<file path="config.mk">
export PLATFORM = sky130hd
export DESIGN_NAME = listmode_buffer_deframer_core
export DESIGN_NICKNAME = d
export VERILOG_FILES = /design/src/rtl/lbd_pkg.sv /design/src/rtl/lbd_parser.sv /design/src/rtl/lbd_rsp_buffer.sv /design/src/rtl/listmode_buffer_deframer_core.sv
export SDC_FILE = /design/constraint.sdc
export NUM_CORES = 1
export LEC_CHECK = 0
export ABC_AREA = 1
export BUFFER_PORTS_ARGS = -buffer_cell sky130_fd_sc_hd__buf_2
export CORE_AREA = 2 2 255 194
export CTS_CLUSTER_SIZE = 30
export DETAILED_ROUTE_END_ITERATION = 8
export DIE_AREA = 0 0 257 196
export HOLD_SLACK_MARGIN = 0.12
export SETUP_SLACK_MARGIN = 0.05
export SYNTH_ARGS = -nofsm -noshare
export SYNTH_HDL_FRONTEND = slang
export SYNTH_SLANG_ARGS = --single-unit
</file>
<file path="constraint.sdc">
create_clock -name clock -period 16.29 [get_ports clock]
set_input_delay 3.258 -clock clock [delete_from_list [all_inputs] [get_ports clock]]
set_output_delay 3.258 -clock clock [all_outputs]
set_load 0.05 [all_outputs]
</file>
<file path="src/rtl/lbd_pkg.sv">
// shared types, constants and helpers for the list-mode buffer deframer
// no dependencies; imported by every module of the block

package lbd_pkg;

   // stream widths
   localparam int DATA_W  = 8;
   localparam int VALUE_W = 48;
   localparam int LEN_W   = 16;
   localparam int EVT_W   = 15;
   localparam int CNT_W   = 5;
   localparam int LINE_W  = 2;

   // framing constants
   localparam logic [DATA_W-1:0] NEWLINE_BYTE = 8'h0A;
   localparam logic [LINE_W-1:0] HEADER_LINES = 2'd2;
   localparam logic [LEN_W-1:0]  FILLER_MARK  = 16'hFFFF;
   localparam logic [LEN_W-1:0]  EVENT_BASE   = 16'd21;
   localparam logic [CNT_W:0]    SEP_BYTES    = 6'd8;
   localparam logic [CNT_W:0]    FILLER_BYTES = 6'd7;
   localparam logic [CNT_W:0]    HEAD_BYTES   = 6'd10;
   localparam logic [CNT_W:0]    PARAM_BYTES  = 6'd24;
   localparam logic [CNT_W-1:0]  GATHER_LAST  = 5'd5;

   // reciprocal of 3 with 17 fractional bits, exact for any 16-bit dividend
   localparam logic [16:0] RECIP3 = 17'd43691;

   // parser phases
   typedef enum logic [3:0] {
      PH_HEADER = 4'd0,
      PH_SEP0   = 4'd1,
      PH_LEN_HI = 4'd2,
      PH_LEN_LO = 4'd3,
      PH_FILLER = 4'd4,
      PH_SKIP10 = 4'd5,
      PH_STAMP  = 4'd6,
      PH_PARAMS = 4'd7,
      PH_EVENT  = 4'd8,
      PH_SEP1   = 4'd9
   } lbd_phase_type;

   // item kinds
   localparam logic KIND_STAMP = 1'b0;
   localparam logic KIND_EVENT = 1'b1;

   // one result item
   typedef struct packed {
      logic               kind;
      logic [VALUE_W-1:0] value;
   } lbd_result_type;

   // result handed from parser to output buffer
   typedef struct packed {
      logic           valid;
      lbd_result_type item;
   } lbd_push_type;

   // number of events in a data buffer: (len - 21) / 3, none below 21
   function automatic logic [EVT_W-1:0] event_count(input logic [LEN_W-1:0] len);
      logic [LEN_W-1:0]  diff;
      logic [LEN_W+16:0] prod;
      diff = len - EVENT_BASE;
      prod = {17'd0, diff} * {16'd0, RECIP3};
      if (len < EVENT_BASE) begin
         return '0;
      end
      return prod[31:17];
   endfunction

endpackage

</file>
<file path="src/rtl/lbd_parser.sv">
// byte parser: phase sequencer, counters and 48-bit value assembly
// depends on lbd_pkg

module lbd_parser
   import lbd_pkg::*;
(
   input  logic                clock,
   input  logic                reset,
   input  logic                byte_accept,
   input  logic [DATA_W-1:0]   byte_data,
   output lbd_push_type        push
);

   lbd_phase_type      phase_ff,  phase_in;
   logic [CNT_W-1:0]   count_ff,  count_in;
   logic [LINE_W-1:0]  lines_ff,  lines_in;
   logic [LEN_W-1:0]   length_ff, length_in;
   logic [EVT_W-1:0]   events_ff, events_in;
   logic [VALUE_W-1:0] value_ff,  value_in;

   logic               skip_done;
   logic [CNT_W:0]     skip_limit;
   logic [VALUE_W-1:0] gather_value;
   logic               gather_done;
   logic [LINE_W-1:0]  lines_next;
   logic [LEN_W-1:0]   length_lo;
   logic [EVT_W-1:0]   events_new;

   // skip counter limit for the current phase
   always_comb begin
      unique case (phase_ff)
         PH_SEP0, PH_SEP1: skip_limit = SEP_BYTES;
         PH_FILLER:        skip_limit = FILLER_BYTES;
         PH_SKIP10:        skip_limit = HEAD_BYTES;
         PH_PARAMS:        skip_limit = PARAM_BYTES;
         default:          skip_limit = SEP_BYTES;
      endcase
   end

   assign skip_done = ({1'b0, count_ff} + 6'd1) >= skip_limit;

   // place the byte into the value being gathered; words are big-endian, low word first
   always_comb begin
      gather_value = (count_ff == '0) ? '0 : value_ff;
      unique case (count_ff[2:0])
         3'd0:    gather_value[15:8]  = byte_data;
         3'd1:    gather_value[7:0]   = byte_data;
         3'd2:    gather_value[31:24] = byte_data;
         3'd3:    gather_value[23:16] = byte_data;
         3'd4:    gather_value[47:40] = byte_data;
         3'd5:    gather_value[39:32] = byte_data;
         default: gather_value = gather_value;
      endcase
   end

   assign gather_done = count_ff >= GATHER_LAST;
   assign lines_next  = lines_ff + 2'd1;
   assign length_lo   = {length_ff[15:8], byte_data};
   assign events_new  = event_count(length_ff);

   // next state
   always_comb begin
      phase_in  = phase_ff;
      count_in  = count_ff;
      lines_in  = lines_ff;
      length_in = length_ff;
      events_in = events_ff;
      value_in  = value_ff;
      if (byte_accept) begin
         unique case (phase_ff)
            PH_HEADER: begin
               if (byte_data == NEWLINE_BYTE) begin
                  lines_in = lines_next;
                  if (lines_next >= HEADER_LINES) begin
                     phase_in = PH_SEP0;
                     count_in = '0;
                  end
               end
            end
            PH_SEP0, PH_SEP1, PH_FILLER: begin
               count_in = skip_done ? '0 : count_ff + 5'd1;
               if (skip_done) begin
                  phase_in = PH_LEN_HI;
               end
            end
            PH_LEN_LO: begin
               length_in = length_lo;
               count_in  = '0;
               phase_in  = (length_lo == FILLER_MARK) ? PH_FILLER : PH_SKIP10;
            end
            PH_SKIP10: begin
               count_in = skip_done ? '0 : count_ff + 5'd1;
               if (skip_done) begin
                  phase_in = PH_STAMP;
               end
            end
            PH_STAMP: begin
               value_in = gather_value;
               count_in = gather_done ? '0 : count_ff + 5'd1;
               if (gather_done) begin
                  phase_in = PH_PARAMS;
               end
            end
            PH_PARAMS: begin
               count_in = skip_done ? '0 : count_ff + 5'd1;
               if (skip_done) begin
                  events_in = events_new;
                  phase_in  = (events_new != '0) ? PH_EVENT : PH_SEP1;
               end
            end
            PH_EVENT: begin
               value_in = gather_value;
               count_in = gather_done ? '0 : count_ff + 5'd1;
               if (gather_done) begin
                  if (events_ff != '0) begin
                     events_in = events_ff - 15'd1;
                  end
                  if (events_ff <= 15'd1) begin
                     phase_in = PH_SEP1;
                  end
               end
            end
            default: begin
               // length high byte, also taken by any unused phase code
               length_in = {byte_data, 8'h00};
               count_in  = '0;
               phase_in  = PH_LEN_LO;
            end
         endcase
      end
   end

   // result output
   always_comb begin
      push.valid      = 1'b0;
      push.item.kind  = KIND_STAMP;
      push.item.value = gather_value;
      if (byte_accept && gather_done) begin
         unique case (phase_ff)
            PH_STAMP: begin
               push.valid     = 1'b1;
               push.item.kind = KIND_STAMP;
            end
            PH_EVENT: begin
               push.valid     = 1'b1;
               push.item.kind = KIND_EVENT;
            end
            default: begin
               push.valid = 1'b0;
            end
         endcase
      end
   end

   // state registers
   always_ff @(posedge clock) begin
      if (reset) begin
         phase_ff  <= PH_HEADER;
         count_ff  <= '0;
         lines_ff  <= '0;
         length_ff <= '0;
         events_ff <= '0;
         value_ff  <= '0;
      end else begin
         phase_ff  <= phase_in;
         count_ff  <= count_in;
         lines_ff  <= lines_in;
         length_ff <= length_in;
         events_ff <= events_in;
         value_ff  <= value_in;
      end
   end

endmodule

</file>
<file path="src/rtl/lbd_rsp_buffer.sv">
// two-entry output buffer: result register plus skid register
// depends on lbd_pkg

module lbd_rsp_buffer
   import lbd_pkg::*;
(
   input  logic           clock,
   input  logic           reset,
   input  lbd_push_type   push,
   output logic           space,
   output logic           out_valid,
   input  logic           out_ready,
   output lbd_result_type out_item
);

   logic           main_valid_ff, main_valid_in;
   lbd_result_type main_item_ff,  main_item_in;
   logic           skid_valid_ff, skid_valid_in;
   lbd_result_type skid_item_ff,  skid_item_in;
   logic           pop;

   assign pop       = main_valid_ff && out_ready;
   assign space     = !skid_valid_ff;
   assign out_valid = main_valid_ff;
   assign out_item  = main_item_ff;

   // refill the result register from skid first, then from the parser
   always_comb begin
      main_valid_in = main_valid_ff;
      main_item_in  = main_item_ff;
      skid_valid_in = skid_valid_ff;
      skid_item_in  = skid_item_ff;
      if (!main_valid_ff || pop) begin
         if (skid_valid_ff) begin
            main_valid_in = 1'b1;
            main_item_in  = skid_item_ff;
            skid_valid_in = push.valid;
            skid_item_in  = push.item;
         end else begin
            main_valid_in = push.valid;
            main_item_in  = push.item;
         end
      end else if (push.valid) begin
         skid_valid_in = 1'b1;
         skid_item_in  = push.item;
      end
   end

   always_ff @(posedge clock) begin
      if (reset) begin
         main_valid_ff <= 1'b0;
         skid_valid_ff <= 1'b0;
      end else begin
         main_valid_ff <= main_valid_in;
         skid_valid_ff <= skid_valid_in;
      end
      main_item_ff <= main_item_in;
      skid_item_ff <= skid_item_in;
   end

endmodule

</file>
<file path="src/rtl/listmode_buffer_deframer_core.sv">
// top level of the list-mode buffer deframer
// depends on lbd_pkg, lbd_parser and lbd_rsp_buffer
//
//  channel | direction | tdata             | tuser
//  req     | in        | [7:0] data_byte   | -
//  rsp     | out       | [47:0] item_value | [0] item_kind
//
// one byte is taken per cycle, back to back, while req_tready is high; the byte that
// completes a value loads the rsp register, or the skid entry if it is held, at its own
// transfer edge; the throughput limit is the single phase/counter update per byte
// synchronous reset returns the parser to header skipping and empties the outputs
// a stalled rsp side is absorbed by a skid entry; req_tready drops only when
// both output entries are full

module listmode_buffer_deframer_core
   import lbd_pkg::*;
(
   input  logic               clock,
   input  logic               reset,
   input  logic               req_tvalid,
   output logic               req_tready,
   input  logic [DATA_W-1:0]  req_tdata,   // [7:0] data_byte
   output logic               rsp_tvalid,
   input  logic               rsp_tready,
   output logic [VALUE_W-1:0] rsp_tdata,   // [47:0] item_value
   output logic               rsp_tuser    // [0] item_kind
);

   logic           byte_accept;
   lbd_push_type   push;
   logic           space;
   lbd_result_type out_item;

   assign req_tready  = space;
   assign byte_accept = req_tvalid && space;

   lbd_parser u_parser (
      .clock       (clock),
      .reset       (reset),
      .byte_accept (byte_accept),
      .byte_data   (req_tdata),
      .push        (push)
   );

   lbd_rsp_buffer u_rsp_buffer (
      .clock     (clock),
      .reset     (reset),
      .push      (push),
      .space     (space),
      .out_valid (rsp_tvalid),
      .out_ready (rsp_tready),
      .out_item  (out_item)
   );

   assign rsp_tdata = out_item.value;
   assign rsp_tuser = out_item.kind;

endmodule

</file>
==> metrics.md, run 1 <==
| Metric | Value |
|---|---|
| Hold path depth | 2 |
| Post-Synth Adder-Cell Area | 23.5% |
| Setup tns final | 0 ns |
| Vias in the first global route | 11,200 |
| Num CTS Buffers | 17 |
| Largest stage delay, worst path | 0.56 ns |
| Initial Utilization | 29.5% |
| Top cells by area, synth | edfxtp_1 21%, dfxtp_1 13%, ha_1 13%, fa_1 11%, nand2_1 11% |
| Most common cell in the netlist | nand2_1 |
| Synthesis Warnings | 0 |
| Largest family of logic cells by synthesized area | adder cells |
| ANT nets after route | 0 |
| Height of the die | 196 um |
| Cell mode on critical path | inv_1 |
| Synth Register Bits | 190 |
| Slowest-stage cell, CP | fa_1 |
| Initial antenna violation count | 0 |
| Worst endpoint required time | 16.65 ns |
| Nets | 2,061 |
| RSZ-0062 raised after global routing | false |
| PortBufs | 62 |
| Core region area | 0.0481 mm2 |
| Residual DRC | 0 |
| Rel. slew slack | 41.0% |
| EDFF count, synth | 98 |
| Top post-synthesis cells by count | 400 x nand2_1, 345 x inv_1, 161 x nor2_1 |
| Class of the tightest hold or removal check | reg2reg |
| Clk_skew | 0.00987 ns |
| Startpoint class of the critical path | register |
| Syn Area/Cell | 7.95 um2 |
| Mapped Nets | 2,019 |
| Buffer count from post-CTS setup fixing | 0 |
| Slew @ Worst Pin | 0.884 ns |
| Gr ovfl total | 0 |
| Post-synth top area share | 20.7% |
| Syn Inst Count | 1,787 |
| DR pass1 iterations | 5 |
| Max-slew violations | 0 |
| Synth Flop Type | edfxtp_1 |
| DP Worst Slack | 9.43 ns |
| Share of layout cells above drive strength 1 | 7.71% |
| Final setup viols | 0 |
| GP Congestion | 0.905 |
| Sequential cell area fraction in the yosys report | 33.7% |
| Post_cts resized | 0 |
| Synth Area in Compound Gates | 9.12% |
| Netlist Area Pre-Place | 0.0142 mm2 |
| Cell variety after synth | 46 |
| Crit share post-route | 42.1% |
| Pin count of the biggest net entering global routing | 59 |
| DR vias | 11,600 |
| Post-synth ARST share | 0% |
| Fin crit period | 6.86 ns |
| Post-Synth XOR/XNOR Area | 1.97% |
| Final worst slack | 9.43 ns |
| Root Driver | clkbuf_16 |
| Clock slew at reported path FFs | 0.07 ns |
| Ant diodes | 0 |
| Area growth syn-to-layout | 11.3% |
| Setup crit end kind | register |
| Clock sink count | 190 |
| DR vias/cell | 4.64 |
| Drt wl/cell | 14.9 um |
| Die width | 257 um |
| Total GRT Usage | 15.2% |
| Initial drt markers | 776 |
| Crit Path Category | reg2reg |
| Crit Path Max Fanout | 6 |
| Die area | 0.0504 mm2 |
| Max Cap Viol | 0 |
| Mux contribution to synthesized area | 0% |
| Cell Rows | 70 |
| Crit path DAT | 7.22 ns |
| # IOs | 63 |
| Cell taking the most area after synthesis | edfxtp_1 |
| DP HPWL | 29,100 um |
| Hold_buf cts | 0 |
| Synth Area in Simple Gates | 21.0% |
| Max Freq | 146 MHz |
| Routed WL | 37,000 um |
| H-tree depth | 4 |
| Clk_lat worst skew | 0.43 ns |
| First-pass GRT wire length | 61,200 um |
| Max Buffers Root-to-Sink | 2 |
| Final hold vios | 0 |
| Run status | complete, no violations |
| CTS tree | built |
| R2R cell count | 29 |
| R2R setup slack | 9.43 ns |
[cell families after synthesis]
kind of cell             Yosys count
AO/OA/AOI/OAI                    232
XOR/XNOR                          32
adder cells (fa/ha/maj)          220
buffers and inverters            398
flip-flops                       190
AND/OR/NAND/NOR                  715
[state kept, by name, indices dropped and copies added, names as in the netlist]
register	cells
u_parser.count_ff	5
u_parser.events_ff	15
u_parser.length_ff	16
u_parser.lines_ff	2
u_parser.phase_ff	4
u_parser.value_ff	48
u_rsp_buffer.out_item	49
u_rsp_buffer.out_valid	1
u_rsp_buffer.skid_item_ff	49
u_rsp_buffer.skid_valid_ff	1
[final timing paths]
| kind | start | end |
|---|---|---|
| worst min register to register | u_parser.value_ff[9] | u_parser.value_ff[9] |
| worst max-delay path | u_parser.length_ff[0] | u_parser.events_ff[13] |
| worst max register to register | u_parser.length_ff[0] | u_parser.events_ff[13] |
| worst min-delay path | u_parser.value_ff[9] | u_parser.value_ff[9] |
[critical path: cells and delay by family (launching register included)]
kind,cells,cell delay [ns]
xor+xnor,1,0.46
simple gates,9,1.05
compound gates,5,0.91
buf+inv,6,0.62
flops,1,0.32
fa+ha+maj,8,3.44
[placed cells by master (no fill, tap or decap), drive strengths merged, types with 12 or more instances in the layout]
master | synthesis | routed
a21oi | 62 | 62
buf | 17 | 69
clkbuf | 29 | 17
dfxtp | 92 | 92
edfxtp | 98 | 98
fa | 78 | 78
ha | 142 | 142
inv | 351 | 356
nand2 | 407 | 407
nand3 | 95 | 95
nand4 | 13 | 13
nor2 | 171 | 171
nor3 | 19 | 19
o21ai | 136 | 136
xnor2 | 12 | 12
xor2 | 20 | 20
[per-stage QoR]
| step | hold slack [ns] | cell area (um2) | instances | utilization, % |
|---|---|---|---|---|
| global route | 0.487 | 15800 | 2490 | 32.9 |
| finish | 0.456 | 15800 | 2490 | 32.9 |
| CTS | 0.455 | 15800 | 2490 | 32.9 |
| detailed placement | 0.445 | 15200 | 2458 | 31.6 |
| global placement | 0.440 | 15200 | 2458 | 31.6 |
| floorplan | 0.430 | 14200 | 1787 | - |
[per-layer routing]
metal	vias up	wire length, um	GRT usage [%]
li1	5750	-	-
met1	5513	19500	23.6
met2	270	15200	21.9
met3	19	2020	3.13
met4	0	265	1.83
met5	-	0	0
[layout make-up]
cell class                 instances  area (um2)
clock buffer                      17         425
clock inverter                    15         185
fill                            5062       32300
inverter                         352        1320
multi-input combinational       1199        7920
sequential                       190        4790
tap                              648         811
timing repair buffer              69         363
Power of run 1 is left out: the tool's default activity adds up to more than one toggle a clock period on the data nets, which glitch-free logic cannot reach.
==> run 2, diff against run 1 <==
ABC_AREA = 0   (was 1)
CORE_AREA = 2 2 248 189   (was 2 2 255 194)
DIE_AREA = 0 0 250 191   (was 0 0 257 196)
clock period = 5.6 ns   (was 16.29 ns; I/O delays follow)
==> run 2 against run 1 <==
Critical endpoint is now u_parser.events_ff[9]. Non-clock buffer count rose by 128. Highest routed layer unchanged. Critical path depth fell by 7. The flow now finishes with violations (setup timing). Area after synthesis fell by 5.1%. Setup slack got worse by 11 ns.
==> metrics.md, run 2 <==
| Metric | Value |
|---|---|
| Most common cell in the netlist | inv_1 (was nand2_1) |
| RSZ-0062 raised after global routing | true (was false) |
| Synth Flop Type | edfxtp_1 (unchanged) |
| Nets | 1,760 (was 2,061) |
| Height of the die | 191 um (was 196 um) |
| Class of the tightest hold or removal check | reg2reg (unchanged) |
| Syn Inst Count | 1,374 (was 1,787) |
| Largest stage delay, worst path | 0.55 ns (was 0.56 ns) |
| Commonest non-fill, non-tap cell in the layout | inv_1 (was nand2_1) |
| Clk_skew | 0.00906 ns (was 0.00987 ns) |
| Initial Utilization | 29.7% (was 29.5%) |
| DR vias | 10,500 (was 11,600) |
| Hold_buf cts | 0 (unchanged) |
| Clock slew at reported path FFs | 0.07 ns (about the same) |
| Netlist Area Pre-Place | 0.0135 mm2 (was 0.0142 mm2) |
| Crit path buffers/inverters | 2 (was 6) |
| FF-to-FF End | u_parser.events_ff[9] (was u_parser.events_ff[13]) |
| Fillers | 4,492 (was 5,062) |
| Initial antenna violation count | 0 (unchanged) |
| Leading cell types in the layout, fill and taps excluded | 162 x inv_1, 147 x nand2_1, 133 x buf_4, 127 x ha_1, 101 x nor2_1 (was 400 x nand2_1, 344 x inv_1, 161 x nor2_1, 142 x ha_1, 128 x o21ai_0) |
| DR pass1 iterations | 5 (unchanged) |
| Vias in the first global route | 10,600 (was 11,200) |
| Max Cap Viol | 0 (unchanged) |
| Gr ovfl total | 0 (unchanged) |
| Crit path to | u_parser.events_ff[9] (was u_parser.events_ff[13]) |
| Setup crit end kind | register (unchanged) |
| Core region area | 0.0454 mm2 (was 0.0481 mm2) |
| Die width | 250 um (was 257 um) |
| Run status | complete, but fails checks (was complete, no violations) |
| Residual DRC | 0 (unchanged) |
| # IOs | 63 (unchanged) |
| First-pass GRT wire length | 56,700 um (was 61,200 um) |
| Total GRT Usage | 14.7% (was 15.2%) |
| Crit path max-delay family | adder cells (unchanged) |
| Violated checks | setup timing |
| Final core occ | 36.3% (was 32.9%) |
| Clock sink count | 190 (unchanged) |
| Pin count of the biggest net entering global routing | 66 (was 59) |
| GP Congestion | 0.873 (was 0.905) |
| Crit Path Max Fanout | 4 (was 6) |
| Drt wl/cell | 16.1 um (was 14.9 um) |
| Cell mode on critical path | fa_1 (was inv_1) |
| Rel. slew slack | 31.0% (was 41.0%) |
| Cell taking the most area after synthesis | edfxtp_1 (unchanged) |
| PortBufs | 62 (unchanged) |
| R2R setup slack | -1.07 ns (was 9.43 ns) |
| Max Buffers Root-to-Sink | 2 (unchanged) |
| Num CTS Buffers | 17 (unchanged) |
| ANT nets after route | 0 (unchanged) |
| Final setup viols | 16 (was 0) |
| Fin crit period | 6.67 ns (was 6.86 ns) |
| Final hold vios | 0 (unchanged) |
| Crit share post-route | 119% (was 42.1%) |
| Sequential cell area fraction in the yosys report | 35.5% (was 33.7%) |
| Reg area | 0.00479 mm2 (unchanged) |
| Initial drt markers | 823 (was 776) |
| Max Freq | 150 MHz (was 146 MHz) |
| Cell Rows | 68 (was 70) |
| DP HPWL | 25,800 um (was 29,100 um) |
| Max-slew violations | 0 (unchanged) |
| Crit path launch | u_parser.length_ff[7] (was u_parser.length_ff[0]) |
| Reg-to-reg critical path startpoint | u_parser.length_ff[7] (was u_parser.length_ff[0]) |
| Syn Area/Cell | 9.81 um2 (was 7.95 um2) |
| R2R cell count | 22 (was 29) |
| Crit. path cell count | 22 (was 29) |
| DR vias/cell | 4.92 (was 4.64) |
| Post-synth top area share | 21.8% (was 20.7%) |
| Die area | 0.0478 mm2 (was 0.0504 mm2) |
| Top post-synthesis cells by count | 167 x inv_1, 150 x nand2_1, 142 x ha_1 (was 400 x nand2_1, 345 x inv_1, 161 x nor2_1) |
| Routed WL | 34,500 um (was 37,000 um) |
| Worst endpoint required time | 5.91 ns (was 16.65 ns) |
| Synthesis Warnings | 0 (unchanged) |
| Root Driver | clkbuf_16 (unchanged) |
| Mapped Nets | 1,606 (was 2,019) |
| Clk_lat worst skew | 0.44 ns (was 0.43 ns) |
| Setup tns final | -13.30 ns (was 0 ns) |
| Share of layout cells above drive strength 1 | 23.9% (was 7.71%) |
| DP Worst Slack | -1.10 ns (was 9.43 ns) |
| Synth Register Bits | 190 (unchanged) |
| H-tree depth | 4 (unchanged) |
| Slew @ Worst Pin | 1.03 ns (was 0.884 ns) |
| Slowest-stage cell, CP | or4b_4 (was fa_1) |
| Area growth syn-to-layout | 22.4% (was 11.3%) |
| Top cells by area, synth | edfxtp_1 22%, dfxtp_1 14%, ha_1 13%, fa_1 12%, mux2_2 4.7% (was edfxtp_1 21%, dfxtp_1 13%, ha_1 13%, fa_1 11%, nand2_1 11%) |
| CTS tree | built (unchanged) |
| Crit path DAT | 6.99 ns (was 7.22 ns) |
| Post-synth ARST share | 0% (unchanged) |
| Final worst slack | -1.07 ns (was 9.43 ns) |
| Startpoint class of the critical path | register (unchanged) |
| Crit Path Category | reg2reg (unchanged) |
| EDFF count, synth | 98 (unchanged) |
| Multi-input gate area in the final layout | 0.00842 mm2 (was 0.00792 mm2) |
| Crit path cell chain | or4_4, or3_4, or4b_4, xnor2_4, ha_4, ha_4, fa_1, fa_1, fa_1, inv_1, fa_1, inv_2, ha_4, a221oi_4, o21ai_2, a41oi_2, a21boi_2, o31a_1, a21o_1, xor2_1, a221oi_1, nor3_1 |
| Cell variety after synth | 68 (was 46) |
[run 2: changes by cell type in the layout (fill, tap and decap cells not counted), sizes merged, moves of 46 or more]
cell	before	now
inv	356	169
nand2	407	151
nor2	171	104
buf	69	197
nand3	95	49
mux2	0	56
o21ai	136	58
[run 2: area by class of cell]
class / count / share of cell area (%)
clock buffer: 22 / 2.69
sequential: 190 / 29.0
inverter: 168 / 3.82
multi-input combinational: 954 / 51.0
antenna: 1 / 0.0152
tap: 595 / 4.51
clock inverter: 10 / 0.857
timing repair buffer: 197 / 8.07
[run 2: metal layers]
layer	track usage (%)	wire [um]	share of wire, %
met4	2.44	340	0.99
met1	22.4	17800	52
met2	22.1	14700	43
met3	2.07	1530	4.4
met5	0	0	0
[run 2: per-stage QoR]
step	hold slack (ns)	cell area [um2]	instances
final	0.477	16500	2137
after global routing	0.505	16500	2136
after CTS	0.476	16400	2133
after detailed placement	0.466	15400	2093
after global placement	0.460	15400	2093
after floorplan	0.454	13700	1374
[run 2: worst min-delay path by stage]
stage                               start                     to  slack, ns  depth (start not counted)
finish              u_parser.value_ff[28]  u_parser.value_ff[28]       0.48                          2
global route         u_parser.value_ff[5]   u_parser.value_ff[5]       0.51                          2
CTS                 u_parser.value_ff[28]  u_parser.value_ff[28]       0.48                          2
detailed placement  u_parser.value_ff[28]  u_parser.value_ff[28]       0.47                          2
global placement    u_parser.value_ff[28]  u_parser.value_ff[28]       0.46                          2
floorplan            u_parser.value_ff[0]   u_parser.value_ff[0]       0.45                          2
[run 2: worst min-delay path, stage by stage, from the launching register on]
cell and delay [ns]:
dfxtp_1 0.31, o21ai_0 0.06, a21oi_1 0.06
[run 2: cells by family after synthesis]
family	count (synthesis)	synth area share, %
AO/OA/AOI/OAI	210	10.1
XOR/XNOR	39	2.53
adder cells (fa/ha/maj)	220	24.8
buffers and inverters	230	6.53
flip-flops	190	35.5
multiplexers	92	7.35
AND/OR/NAND/NOR	393	13.2
[run 2: repair_timing]
item                       in CTS  in global routing
hold endpoints to repair        0                  0
gates cloned                    0                  0
gates resized for setup        47                 23
setup endpoints to repair      16                 16
buffers inserted                8                  4
pin swaps                      57                 31
Power of run 2 is left out for the same reason.
